File: config.mk
export PLATFORM = sky130hd
export DESIGN_NAME = serial_line_command_queue_top_flat
export DESIGN_NICKNAME = d
export VERILOG_FILES = /design/src/rtl/slcq_pkg.sv /design/src/rtl/slcq_chan_if.sv /design/src/rtl/slcq_ram.sv /design/src/rtl/slcq_ctrl.sv /design/src/rtl/slcq_datapath.sv /design/src/rtl/serial_line_command_queue_top.sv /design/src/flat_wrapper.sv
export SDC_FILE = /design/constraint.sdc
export NUM_CORES = 2
export LEC_CHECK = 0
export BUFFER_PORTS_ARGS = -buffer_cell sky130_fd_sc_hd__buf_4
export CAP_MARGIN = 10
export CORE_ASPECT_RATIO = 0.5
export CORE_MARGIN = 5
export CORE_UTILIZATION = 45
export DETAILED_ROUTE_END_ITERATION = 10
export PLACE_DENSITY_LB_ADDON = 0.1
export SLEW_MARGIN = 20
export SYNTH_ARGS = -nofsm -noshare
export SYNTH_HDL_FRONTEND = slang
export SYNTH_HIERARCHICAL = 1
export SYNTH_SLANG_ARGS = --single-unit
File: constraint.sdc
create_clock -name clk -period 6.22 [get_ports clk]
set_input_delay 0.933 -clock clk [delete_from_list [all_inputs] [get_ports clk]]
set_output_delay 0.933 -clock clk [all_outputs]
set_load 0.01 [all_outputs]
File: src/rtl/slcq_pkg.sv
// Package for the serial line command queue: payload and control types,
// character constants and the keyword table. Depends on nothing.
`default_nettype none

package slcq_pkg;

	localparam int SLOT_COUNT_DEF  = 8;
	localparam int LINE_LENGTH_DEF = 32;

	localparam int KW_COUNT = 8;
	localparam int KW_MAX   = 22;
	localparam int KI_W     = $clog2(KW_MAX + 1);

	localparam logic [7:0] CHAR_LF = 8'h0A;
	localparam logic [7:0] CHAR_CR = 8'h0D;

	localparam logic [KI_W-1:0] KW_LEN [KW_COUNT] = '{
		KI_W'(17), KI_W'(18), KI_W'(21), KI_W'(11),
		KI_W'(22), KI_W'(11), KI_W'(13), KI_W'(14)
	};

	typedef logic [2:0] mode_t;

	typedef struct packed {
		logic       action;
		logic [7:0] rx_byte;
	} req_t;

	typedef struct packed {
		logic       byte_dropped;
		logic       line_closed;
		logic       line_consumed;
		logic [2:0] mode_code;
		logic [2:0] lines_waiting;
	} res_t;

	typedef struct packed {
		logic take;
		logic start;
		logic step;
		logic commit;
	} cmd_t;

	typedef struct packed {
		logic proc_pending;
		logic match_done;
	} sts_t;

	// Character k of keyword w; zero past the end of the keyword.
	function automatic logic [7:0] kw_char(input mode_t w, input logic [KI_W-1:0] k);
		logic [KW_MAX*8-1:0] text;
		logic [KI_W-1:0]     len;
		logic [KI_W-1:0]     pos;
		unique case (w)
			3'd0: text = {"led_", "shift_", "left_", "on"};
			3'd1: text = {"led_", "shift_", "right_", "on"};
			3'd2: text = {"led_", "shift_", "left_", "keepon"};
			3'd3: text = {"led_", "all_", "off"};
			3'd4: text = {"led_", "shift_", "right_", "keepon"};
			3'd5: text = {"led_", "all_", "off"};
			3'd6: text = {"led_", "flower_", "on"};
			3'd7: text = {"led_", "flower_", "off"};
		endcase
		len = KW_LEN[w];
		pos = len - k - KI_W'(1);
		if (k < len) begin
			kw_char = text[{pos, 3'b000} +: 8];
		end else begin
			kw_char = 8'h00;
		end
	endfunction

endpackage

`default_nettype wire

File: src/rtl/slcq_chan_if.sv
// Valid/ready channel carrying one request or result payload.
// The payload type is set where the channel is instantiated.
`default_nettype none

interface slcq_chan_if #(
	parameter type payload_t = logic
);
	logic     valid;
	logic     ready;
	payload_t payload;

	modport source (output valid, output payload, input ready);
	modport sink (input valid, input payload, output ready);
endinterface

`default_nettype wire

File: src/rtl/slcq_ram.sv
// Generic single-write, single-read RAM with registered read data.
// No dependencies.
`default_nettype none

module slcq_ram #(
	parameter int WIDTH = 8,
	parameter int DEPTH = 256
) (
	input  wire logic                     clk,
	input  wire logic                     wr_en,
	input  wire logic [$clog2(DEPTH)-1:0] wr_addr,
	input  wire logic [WIDTH-1:0]         wr_data,
	input  wire logic [$clog2(DEPTH)-1:0] rd_addr,
	output logic      [WIDTH-1:0]         rd_data
);
	logic [WIDTH-1:0] mem [DEPTH];

	always_ff @(posedge clk) begin
		if (wr_en) begin
			mem[wr_addr] <= wr_data;
		end
		rd_data <= mem[rd_addr];
	end
endmodule

`default_nettype wire

File: src/rtl/slcq_ctrl.sv
// Controller state machine of the serial line command queue.
// Depends on slcq_pkg for the command and status structs.
`default_nettype none

module slcq_ctrl (
	input  wire logic          clk,
	input  wire logic          arst_n,
	input  wire logic          in_valid,
	output logic               in_ready,
	output logic               out_valid,
	input  wire logic          out_ready,
	output slcq_pkg::cmd_t     cmd,
	input  wire slcq_pkg::sts_t sts
);
	import slcq_pkg::*;

	typedef enum logic [3:0] {
		S_IDLE   = 4'b0001,
		S_DECIDE = 4'b0010,
		S_MATCH  = 4'b0100,
		S_COMMIT = 4'b1000
	} state_t;

	state_t state_q, state_n;
	logic   out_valid_q;
	logic   commit_ok;

	assign in_ready  = (state_q == S_IDLE);
	assign out_valid = out_valid_q;
	// A result may be written while the previous one is being taken.
	assign commit_ok = (state_q == S_COMMIT) && (!out_valid_q || out_ready);

	assign cmd.take   = in_valid && in_ready;
	assign cmd.start  = (state_q == S_DECIDE) && sts.proc_pending;
	assign cmd.step   = (state_q == S_MATCH);
	assign cmd.commit = commit_ok;

	always_comb begin
		state_n = state_q;
		unique case (state_q)
			S_IDLE: begin
				if (in_valid) state_n = S_DECIDE;
			end
			S_DECIDE: begin
				state_n = sts.proc_pending ? S_MATCH : S_COMMIT;
			end
			S_MATCH: begin
				if (sts.match_done) state_n = S_COMMIT;
			end
			S_COMMIT: begin
				if (commit_ok) state_n = S_IDLE;
			end
			default: state_n = S_IDLE;
		endcase
	end

	always_ff @(posedge clk or negedge arst_n) begin
		if (!arst_n) begin
			state_q     <= S_IDLE;
			out_valid_q <= 1'b0;
		end else begin
			state_q <= state_n;
			if (commit_ok) begin
				out_valid_q <= 1'b1;
			end else if (out_ready) begin
				out_valid_q <= 1'b0;
			end
		end
	end
endmodule

`default_nettype wire

File: src/rtl/slcq_datapath.sv
// Datapath of the serial line command queue: ring pointers, line RAM,
// keyword matcher and result register. Depends on slcq_pkg and slcq_ram.
`default_nettype none

module slcq_datapath #(
	parameter int SLOT_COUNT  = slcq_pkg::SLOT_COUNT_DEF,
	parameter int LINE_LENGTH = slcq_pkg::LINE_LENGTH_DEF
) (
	input  wire logic           clk,
	input  wire logic           arst_n,
	input  wire slcq_pkg::req_t in_item,
	output slcq_pkg::res_t      out_item,
	input  wire slcq_pkg::cmd_t cmd,
	output slcq_pkg::sts_t      sts
);
	import slcq_pkg::*;

	localparam int SW    = $clog2(SLOT_COUNT);
	localparam int PW    = $clog2(LINE_LENGTH);
	localparam int DEPTH = SLOT_COUNT * LINE_LENGTH;
	localparam int AW    = $clog2(DEPTH);
	localparam logic [AW-1:0] LINE_LEN_A = AW'(LINE_LENGTH);

	req_t                item_q;
	res_t                out_q;
	logic [PW-1:0]       wpos_q, wpos_n;
	logic [SW-1:0]       head_q, head_n, tail_q, tail_n;
	logic [SW-1:0]       next_head, next_tail;
	mode_t               mode_q, mode_n;
	logic [KI_W-1:0]     rd_idx_q, cmp_idx_q;
	logic [KW_COUNT-1:0] alive_q, alive_n, pend_n;
	logic [7:0]          rd_data;
	logic [AW-1:0]       head_base, tail_base;
	logic                wr_en;
	logic [7:0]          wr_data;
	logic                ring_full, is_term, line_full, queue_busy;
	logic                dropped, closed, consumed;
	mode_t               hit_code;
	logic [SW:0]         cnt;

	assign head_base = AW'(head_q) * LINE_LEN_A;
	assign tail_base = AW'(tail_q) * LINE_LEN_A;

	slcq_ram #(
		.WIDTH (8),
		.DEPTH (DEPTH)
	) u_line_ram (
		.clk     (clk),
		.wr_en   (wr_en),
		.wr_addr (tail_base + AW'(wpos_q)),
		.wr_data (wr_data),
		.rd_addr (head_base + AW'(rd_idx_q)),
		.rd_data (rd_data)
	);

	// Keyword comparison: one stored byte against every keyword per cycle.
	always_comb begin
		for (int w = 0; w < KW_COUNT; w++) begin
			if (cmp_idx_q < KW_LEN[w]) begin
				alive_n[w] = alive_q[w] && (rd_data == kw_char(mode_t'(w), cmp_idx_q));
			end else begin
				alive_n[w] = alive_q[w];
			end
			pend_n[w] = alive_n[w] &&
				(({1'b0, cmp_idx_q} + (KI_W+1)'(1)) < {1'b0, KW_LEN[w]});
		end
	end

	// The first keyword in table order wins, so the repeated keyword never does.
	always_comb begin
		hit_code = '0;
		for (int w = KW_COUNT - 1; w >= 0; w--) begin
			if (alive_q[w]) hit_code = mode_t'(w);
		end
	end

	assign queue_busy       = (head_q != tail_q);
	assign sts.proc_pending = item_q.action && queue_busy;
	assign sts.match_done   = (pend_n == '0) || (cmp_idx_q == KI_W'(KW_MAX - 1));

	assign next_tail = (tail_q == SW'(SLOT_COUNT - 1)) ? '0 : tail_q + SW'(1);
	assign next_head = (head_q == SW'(SLOT_COUNT - 1)) ? '0 : head_q + SW'(1);
	assign ring_full = (next_tail == head_q);
	assign is_term   = (item_q.rx_byte == CHAR_LF) || (item_q.rx_byte == CHAR_CR);
	assign line_full = (wpos_q >= PW'(LINE_LENGTH - 1));

	always_comb begin
		wpos_n   = wpos_q;
		head_n   = head_q;
		tail_n   = tail_q;
		mode_n   = mode_q;
		wr_en    = 1'b0;
		wr_data  = item_q.rx_byte;
		dropped  = 1'b0;
		closed   = 1'b0;
		consumed = 1'b0;
		if (!item_q.action) begin
			if (ring_full) begin
				dropped = 1'b1;
			end else if (is_term) begin
				// The terminator is stored as a zero so matching stops there.
				wr_en   = cmd.commit;
				wr_data = 8'h00;
				wpos_n  = '0;
				tail_n  = next_tail;
				closed  = 1'b1;
			end else if (line_full) begin
				dropped = 1'b1;
			end else begin
				wr_en  = cmd.commit;
				wpos_n = wpos_q + PW'(1);
			end
		end else if (queue_busy) begin
			if (|alive_q) mode_n = hit_code;
			head_n   = next_head;
			consumed = 1'b1;
		end
	end

	assign cnt = {1'b0, tail_n} - {1'b0, head_n} +
		((tail_n < head_n) ? (SW+1)'(SLOT_COUNT) : '0);

	always_ff @(posedge clk or negedge arst_n) begin
		if (!arst_n) begin
			wpos_q <= '0;
			head_q <= '0;
			tail_q <= '0;
			mode_q <= '0;
		end else if (cmd.commit) begin
			wpos_q <= wpos_n;
			head_q <= head_n;
			tail_q <= tail_n;
			mode_q <= mode_n;
		end
	end

	always_ff @(posedge clk) begin
		if (cmd.take) begin
			item_q   <= in_item;
			rd_idx_q <= '0;
		end
		if (cmd.start) begin
			alive_q   <= '1;
			cmp_idx_q <= rd_idx_q;
			rd_idx_q  <= rd_idx_q + KI_W'(1);
		end
		if (cmd.step) begin
			alive_q   <= alive_n;
			cmp_idx_q <= rd_idx_q;
			rd_idx_q  <= rd_idx_q + KI_W'(1);
		end
		if (cmd.commit) begin
			out_q.byte_dropped  <= dropped;
			out_q.line_closed   <= closed;
			out_q.line_consumed <= consumed;
			out_q.mode_code     <= mode_n;
			out_q.lines_waiting <= 3'(cnt);
		end
	end

	assign out_item = out_q;
endmodule

`default_nettype wire

File: src/rtl/serial_line_command_queue_top.sv
// Top level of the serial line command queue.
// Depends on slcq_pkg, slcq_chan_if, slcq_ctrl and slcq_datapath.
`default_nettype none

// Received bytes are gathered into a ring of SLOT_COUNT lines of LINE_LENGTH
// bytes held in one RAM; a newline or carriage return closes a line. A
// process request compares the oldest line with the command keywords and,
// on a match, updates the mode code, and every request gives exactly one
// result. A byte request, or a process request with no line waiting, passes
// through the decide and commit states. A process request with a line
// waiting also passes through the match state, where at most 22 stored bytes
// are compared, the length of the longest keyword: the line RAM's single
// read port delivers one byte per cycle to the keyword comparators, and
// comparison stops as soon as no keyword still has characters left to
// match. The next request is taken in the cycle after the result is written,
// so the block takes no new request until the current one is through, and
// the commit waits while an earlier result is still waiting to be taken.
// A new request is taken while the previous result waits in the output
// register.
module serial_line_command_queue_top #(
	parameter int SLOT_COUNT  = slcq_pkg::SLOT_COUNT_DEF,
	parameter int LINE_LENGTH = slcq_pkg::LINE_LENGTH_DEF
) (
	input  wire logic   clk,
	input  wire logic   arst_n,
	slcq_chan_if.sink   req,
	slcq_chan_if.source result
);
	import slcq_pkg::*;

	cmd_t cmd;
	sts_t sts;
	req_t req_item;
	res_t res_item;

	assign req_item       = req.payload;
	assign result.payload = res_item;

	slcq_ctrl u_ctrl (
		.clk       (clk),
		.arst_n    (arst_n),
		.in_valid  (req.valid),
		.in_ready  (req.ready),
		.out_valid (result.valid),
		.out_ready (result.ready),
		.cmd       (cmd),
		.sts       (sts)
	);

	slcq_datapath #(
		.SLOT_COUNT  (SLOT_COUNT),
		.LINE_LENGTH (LINE_LENGTH)
	) u_datapath (
		.clk      (clk),
		.arst_n   (arst_n),
		.in_item  (req_item),
		.out_item (res_item),
		.cmd      (cmd),
		.sts      (sts)
	);
endmodule

`default_nettype wire

File: src/flat_wrapper.sv
// flat-port wrapper written by rule: the top's interface ports become plain ports
module serial_line_command_queue_top_flat import slcq_pkg::*;
#(
	parameter int SLOT_COUNT  = slcq_pkg::SLOT_COUNT_DEF,
	parameter int LINE_LENGTH = slcq_pkg::LINE_LENGTH_DEF
)
  (clk, arst_n, req_valid, req_payload, req_ready, result_valid, result_payload, result_ready);
  slcq_chan_if #(.payload_t(req_t)) req_i ();
  slcq_chan_if #(.payload_t(res_t)) result_i ();
  input  wire logic clk;
  input  wire logic arst_n;
  input wire logic [$bits(req_i.valid)-1:0] req_valid;
  input wire logic [$bits(req_i.payload)-1:0] req_payload;
  output wire logic [$bits(req_i.ready)-1:0] req_ready;
  output wire logic [$bits(result_i.valid)-1:0] result_valid;
  output wire logic [$bits(result_i.payload)-1:0] result_payload;
  input wire logic [$bits(result_i.ready)-1:0] result_ready;
  assign req_i.valid = req_valid;
  assign req_i.payload = req_payload;
  assign req_ready = req_i.ready;
  assign result_valid = result_i.valid;
  assign result_payload = result_i.payload;
  assign result_i.ready = result_ready;
  serial_line_command_queue_top #(.SLOT_COUNT(SLOT_COUNT), .LINE_LENGTH(LINE_LENGTH)) u_core (.clk(clk), .arst_n(arst_n), .req(req_i), .result(result_i));
endmodule
**Word level (Yosys, flattened, before mapping)**

Memories as Yosys holds them, arrays and structs flattened. A register that Yosys moved wholly into a read port is not among the register bits.
Index checks and enable logic that the tools add are counted.

- Flip-flop bits (word level): 55
- Memory bits (writable): 2,048
- Input port bits: 13
- Output and inout bits: 11
- Word-level logic and storage cells: 188
- Memories kept: 1

- Add/sub/neg operators: 23
- $lt $le $gt $ge: 15
- Equality and inequality tests: 22
- Shift operators: 7
- Mux-type cells: 70
- Bitwise operators: 2
- Reduce and logical (&&, ||, !) cells: 32

Memories:

| name | words | width | rd ports | clocked after Yosys merged registers in | wr ports | RTL line | text |
|---|---|---|---|---|---|---|---|
| u_core.u_datapath.u_line_ram.mem | 256 | 8 | 1 | 1 | 1 | slcq_ram.sv:16 | `logic [WIDTH-1:0] mem [DEPTH];` |

Operator list:

| kind | count |
|---|---|
| two-way mux 176 bit | 7 |
| indexed part select 176 x 9 -> 8 bit | 7 |
| two-way mux 8 bit | 12 |
| equality test 8 bit | 7 |
| two-way mux 3 bit | 18 |
| two-way mux 5 bit | 7 |
| subtractor 5 x 1 -> 5 bit (second input constant) | 7 |
| < comparator 6 x 5 -> 1 bit (second input constant) | 4 |
| two-way mux 1 bit | 21 |
| logical AND 1 bit | 20 |
| < comparator 5 bit (second input constant) | 4 |
| subtractor 5 bit (first input constant) | 4 |
| < comparator 6 x 4 -> 1 bit (second input constant) | 3 |
| adder 8 x 5 -> 8 bit | 2 |
| equality test 8 x 4 -> 1 bit (second input constant) | 2 |
| two-way mux 4 bit | 4 |
| one-hot mux 4 bit (4 select lines) | 1 |
| < comparator 5 x 4 -> 1 bit (second input constant) | 3 |
| subtractor 4 x 5 -> 5 bit (first input constant) | 3 |
| adder 5 x 1 -> 5 bit (second input constant) | 2 |
| logical NOT 8 bit | 1 |
| != test 2 bit (second input constant) | 4 |
| OR reduction 8 bit | 1 |
| adder 3 x 1 -> 3 bit (second input constant) | 2 |
| 20 further kinds | 25 |

**Depth between registers and ports, before layout**

- Depth in word-level cells: 12
- Gate-level depth with buffers: 19
- Gate-level depth less buffers: 15

**Modules after synthesis**

Netlist, hierarchy kept.

Modules (own cells, without submodules):

| module | times used | cells an instance | area an instance (um^2) | sequential area each (um^2) |
|---|---|---|---|---|
| slcq_ram | 1 | 3,733 | 79,556.3 | 61,659.1 |
| slcq_datapath | 1 | 693 | 5,634.2 | 1,431.4 |
| slcq_ctrl | 1 | 29 | 281.5 | 126.4 |

**Worst setup path after synthesis**

No wires, ideal clock.

- Path type: register to register
- Start: register u_core.u_datapath.tail_q[0]
- End: memory u_core.u_datapath.u_line_ram.mem[0][3] (data pin)
- Library setup time: 0.869 ns
- Arrival time: 4.945 ns
- Data required time: 5.351 ns
- Setup slack: 0.406 ns
- Cell stages (with the launch flop): 8
- Buffers on the path: 1
- Period minus slack after synthesis: 5.814 ns
- Cells stage by stage: dfrtp_1 -> ha_1 -> ha_1 -> xnor2_1 -> and3_1 -> or3_1 -> clkbuf_1 -> and2_1

- Cells in the longest elaborated chain, start to end: 5
- Elaborated cells on any way between the ends: 6
- Classes of those cells: add/sub (1); eq/ne (2); mux (3)

Ends and longest elaborated chain:

| what | RTL line | text |
|---|---|---|
| from (decl) | slcq_datapath.sv:27 | `logic [SW-1:0] head_q, head_n, tail_q, tail_n;` |
| from (signal assigned) | slcq_datapath.sv:132 | `tail_q <= tail_n;` |
| adder 3 x 1 -> 3 bit / equality test 3 bit (equally long branches) | slcq_datapath.sv:81 | `assign next_tail = (tail_q == SW'(SLOT_COUNT - 1)) ? '0 : tail_q + SW'(1);` |
| two-way mux 3 bit (*) | slcq_datapath.sv:81 |  |
| equality test 3 bit (*) | slcq_datapath.sv:83 | `assign ring_full = (next_tail == head_q);` |
| two-way mux 8 bit (*) | slcq_datapath.sv:98 | `if (ring_full) begin` |
| two-way mux 8 bit (*) | slcq_datapath.sv:97 | `if (!item_q.action) begin` |
| via u_core.u_datapath.wr_data[3] | slcq_datapath.sv:35 | `logic [7:0] wr_data;` |
| to (decl) | slcq_ram.sv:16 |  |

The timed path passes the listed nets; every way through them passes the cells marked *.

**Worst setup path after layout**

- Start: register u_core/u_datapath/item_q[4] (netlist bit)
- End: memory u_core.u_datapath.u_line_ram.mem[27][4] (enable)

- Cells in the longest elaborated chain, start to end: 7
- Elaborated cells on any way between the ends: 8
- Classes of those cells: eq/ne (2); mux (5); reduce/logical (1)

Ends and longest elaborated chain:

| what | RTL line | text |
|---|---|---|
| from (decl) | slcq_datapath.sv:24 | `req_t item_q;` |
| from (signal assigned) | slcq_datapath.sv:139 | `item_q <= in_item;` |
| equality test 8 x 4 -> 1 bit | slcq_datapath.sv:84 | `assign is_term = (item_q.rx_byte == CHAR_LF) \|\| (item_q.rx_byte == CHAR_CR);` |
| logical OR 1 bit (*) | slcq_datapath.sv:84 |  |
| two-way mux 1 bit (*) | slcq_datapath.sv:100 | `end else if (is_term) begin` |
| two-way mux 1 bit (*) | slcq_datapath.sv:98 |  |
| two-way mux 1 bit (*) | slcq_datapath.sv:97 |  |
| via u_core.u_datapath.wr_en | slcq_datapath.sv:34 | `logic wr_en;` |
| two-way mux 1 bit (*) | slcq_ram.sv:19 | `if (wr_en) begin` |
| two-way mux 1 bit (implied by the code) (*) | slcq_ram.sv:20 | `mem[wr_addr] <= wr_data;` |

Marks and branches as above.

==> metrics <==
status complete, no violations; CP max FO 20; fin crit share 76.9%; Starting DRT DRC Count 5011; Post-synth EDFFs between 2000 and 2500; die area 199000 um^2; Tmin final about 4.8 ns; PwrDens 394 nW/um^2; starting density of the core 45.1%; Total Power about 37000 uW; first-pass detailed-route iteration total 7; wire per inst 32.3 um; Seq/Total Area, Yosys 74.0%; Clock Path Buffers 4; CP Launch Type flip-flop; Synth area leader edfxtp_1; Post-DP HPWL 146000 um; fraction of registers with async set/reset 0.900%; Placed Cells roughly 6900; Area growth, synth to finish 10.9%; ys flop type edfxtp_1; unrepaired setup endpoints after global routing no; critical path class flip-flop to flip-flop; Slew @ Worst Pin approximately 1.2 ns; most numerous cell in the Yosys netlist edfxtp_1; Die H 318 um; Worst VDD drop approximately 270 uV; n_diodes 0; Fin. Hold Viols 0; setup TNS 0 ns; port bufs 23; top post-synthesis cells by count edfxtp_1 (2084), mux4_2 (456), nor2_1 (334); Area contributors post-synth edfxtp_1 (73%), mux4_2 (12%), mux2i_1 (1.8%), nor2_1 (1.5%), a22oi_1 (1.2%); final WL around 230000 um; first-pass GRT wire length 332000 um; Setup Viol. Count Final 0; Seq cells post-synth 2111; # fillers between 15000 and 20000; layout cells sized above 1 about a fifth; die width 626 um; Max-Cap Viols 0; CTS sink cnt about 2100; worst skew pair latency 0.85 ns; H-tree levels 4; post-CTS setup buffers 0; vias post-DR 44600; Synth top area share about three quarters; Root Driver clkbuf_16; final std cells w/o fill approximately 7200; DR vias/cell 6.20; remaining antenna violation count 0; RD Place Congestion slightly above 0.9; syn avg cell area 19.2 um^2; GRT Total Usage 23.1%; total gr overflow 0; Finished Cell Area 94800 um^2; Final nets 4571; Clock Skews 0.0646 ns; Slew Viols, Final 0; Rows 113; crit path DAT 5.24 ns; Mapped Cells 4455; static leakage 0.0292 uW; largest net degree at the start of global routing 192; initial antenna violation count 3; crit end category flip-flop; vias in the first global route about 44000; worst path required time 6.68 ns; Syn. warnings 6; Hold Crit Class input port to flip-flop; syn_nets 4495; CTS tree built; CTS buffer count 192; io pins 24; core region area 189000 um^2; clock transition at the registers of the reported paths ~0.07 ns; worst hold margin about 0.31 ns; worst rel slew slack 19.2%; post-synth cell types 100; dpl cell area between 80000 and 90000 um^2; Mapped Area 85500 um^2; FMAX 0.209 GHz; drt drc 0
[critical path, cell delays in order (launching register included)]
cell and delay, ns:
edfxtp_1 0.43, nand2b_1 0.18, nor4_1 0.26, o21ai_0 0.46, a21oi_1 0.32, nand3b_1 0.26
inv_1 0.49, nand4_1 0.89, buf_4 0.55, nor2_1 0.59
[cells in the final DEF, fill, tap and decap left out, types with 17 or more instances in the layout]
cell and count:
edfxtp_1 2084, mux4_2 456, nor2_1 330, clkbuf_16 196, a21oi_1 151, mux2i_1 150, buf_4 143, a22oi_1 137
nand2_1 89, o21ai_0 57, nand3_1 55, o221ai_1 48, nor3_1 42, nor2b_1 39, clkinv_1 37, clkbuf_1 37
xnor2_1 37, clkinv_2 34, o22ai_1 33, inv_1 31, nor4_1 27, a211oi_1 26, ha_1 26, buf_12 25
bufinv_16 23, nand2b_1 20, a221oi_1 20, nand4_1 19, and2_1 17, dfrtp_1 17
[metrics by stage]
step	util [%]	setup slack, ns
after global routing	50.1	1.06
final	50.1	1.43
after CTS	50.0	1.36
after detailed placement	46.8	1.37
after global placement	46.8	1.55
after floorplan	-	0.406
[routing by layer]
layer  up-vias  GRT usage (%)  share of wire (%)
met4         0           4.60                2.0
li1      18500              -                  -
met5         -              0                  0
met3       291           4.92                8.4
met1     24000           35.4                 45
met2      1892           34.3                 45
[final timing paths]
check	startpoint	end	slack, ns	cells after the start
min in group asynchronous	arst_n	u_core/u_ctrl/state_q[1]	0.58	2
max	u_core/u_datapath/item_q[4]	u_core/u_datapath/u_line_ram/mem[27][4]	1.43	9
max reg2reg	u_core/u_datapath/item_q[4]	u_core/u_datapath/u_line_ram/mem[27][4]	1.43	9
max in group asynchronous	arst_n	u_core/u_ctrl/state_q[0]	5.35	2
min	req_payload[2]	u_core/u_datapath/item_q[2]	0.31	1
min reg2reg	u_core/u_datapath/mode_q[0]	u_core/u_datapath/mode_q[0]	0.52	1
[what timing repair did]
item | 4_1_cts | 5_1_grt
hold buffers | 1 | 0
hold endpoints to repair | 15 | 0
resized for setup | 0 | 0
[flip-flops by register name (all words and copies together) (netlist names)]
signal and cells:
u_core/u_datapath/rd_idx_q 5, u_core/u_datapath/mode_q 3, u_core/u_ctrl/state_q 4, u_core/u_datapath/u_line_ram/mem 2048
u_core/u_datapath/cmp_idx_q 5, u_core/u_datapath/tail_q 3, u_core/u_datapath/head_q 3, u_core/u_datapath/alive_q 8
u_core/u_datapath/wpos_q 5, u_core/u_datapath/item_q 9, u_core/u_ctrl/out_valid 1, u_core/u_datapath/out_item 9
u_core/u_datapath/u_line_ram/rd_data 8
[kinds of logic (layout without fill, tap and decap cells)]
kind of cell	Yosys count	count (layout)	synth area share (%)
fa+ha+maj	28	28	0.416
flops	2111	2111	74.0
mux	620	620	14.0
compound gates	602	602	4.89
xor+xnor	55	55	0.581
simple gates	713	713	3.95
buf+inv	326	546	2.20
[cell type report]
class	instances	area (um^2)	share of cell area, %
Clock buffer	234	5060	5.34
Clock inverter	104	1100	1.17
Multi-Input combinational cell	2018	20500	21.6
Timing Repair Buffer	171	1630	1.72
Sequential cell	2111	63200	66.7
Tap cell	2530	3170	3.34
Inverter	37	139	0.147
[power breakdown]
| group | switching (uW) | internal (uW) |
|---|---|---|
| Sequential | 309 | 16500 |
| Combinational | 5560 | 3110 |
| Clock | 5140 | 6730 |
| Total | 11000 | 26300 |
Note: power is estimated with default switching activity, not from simulation.
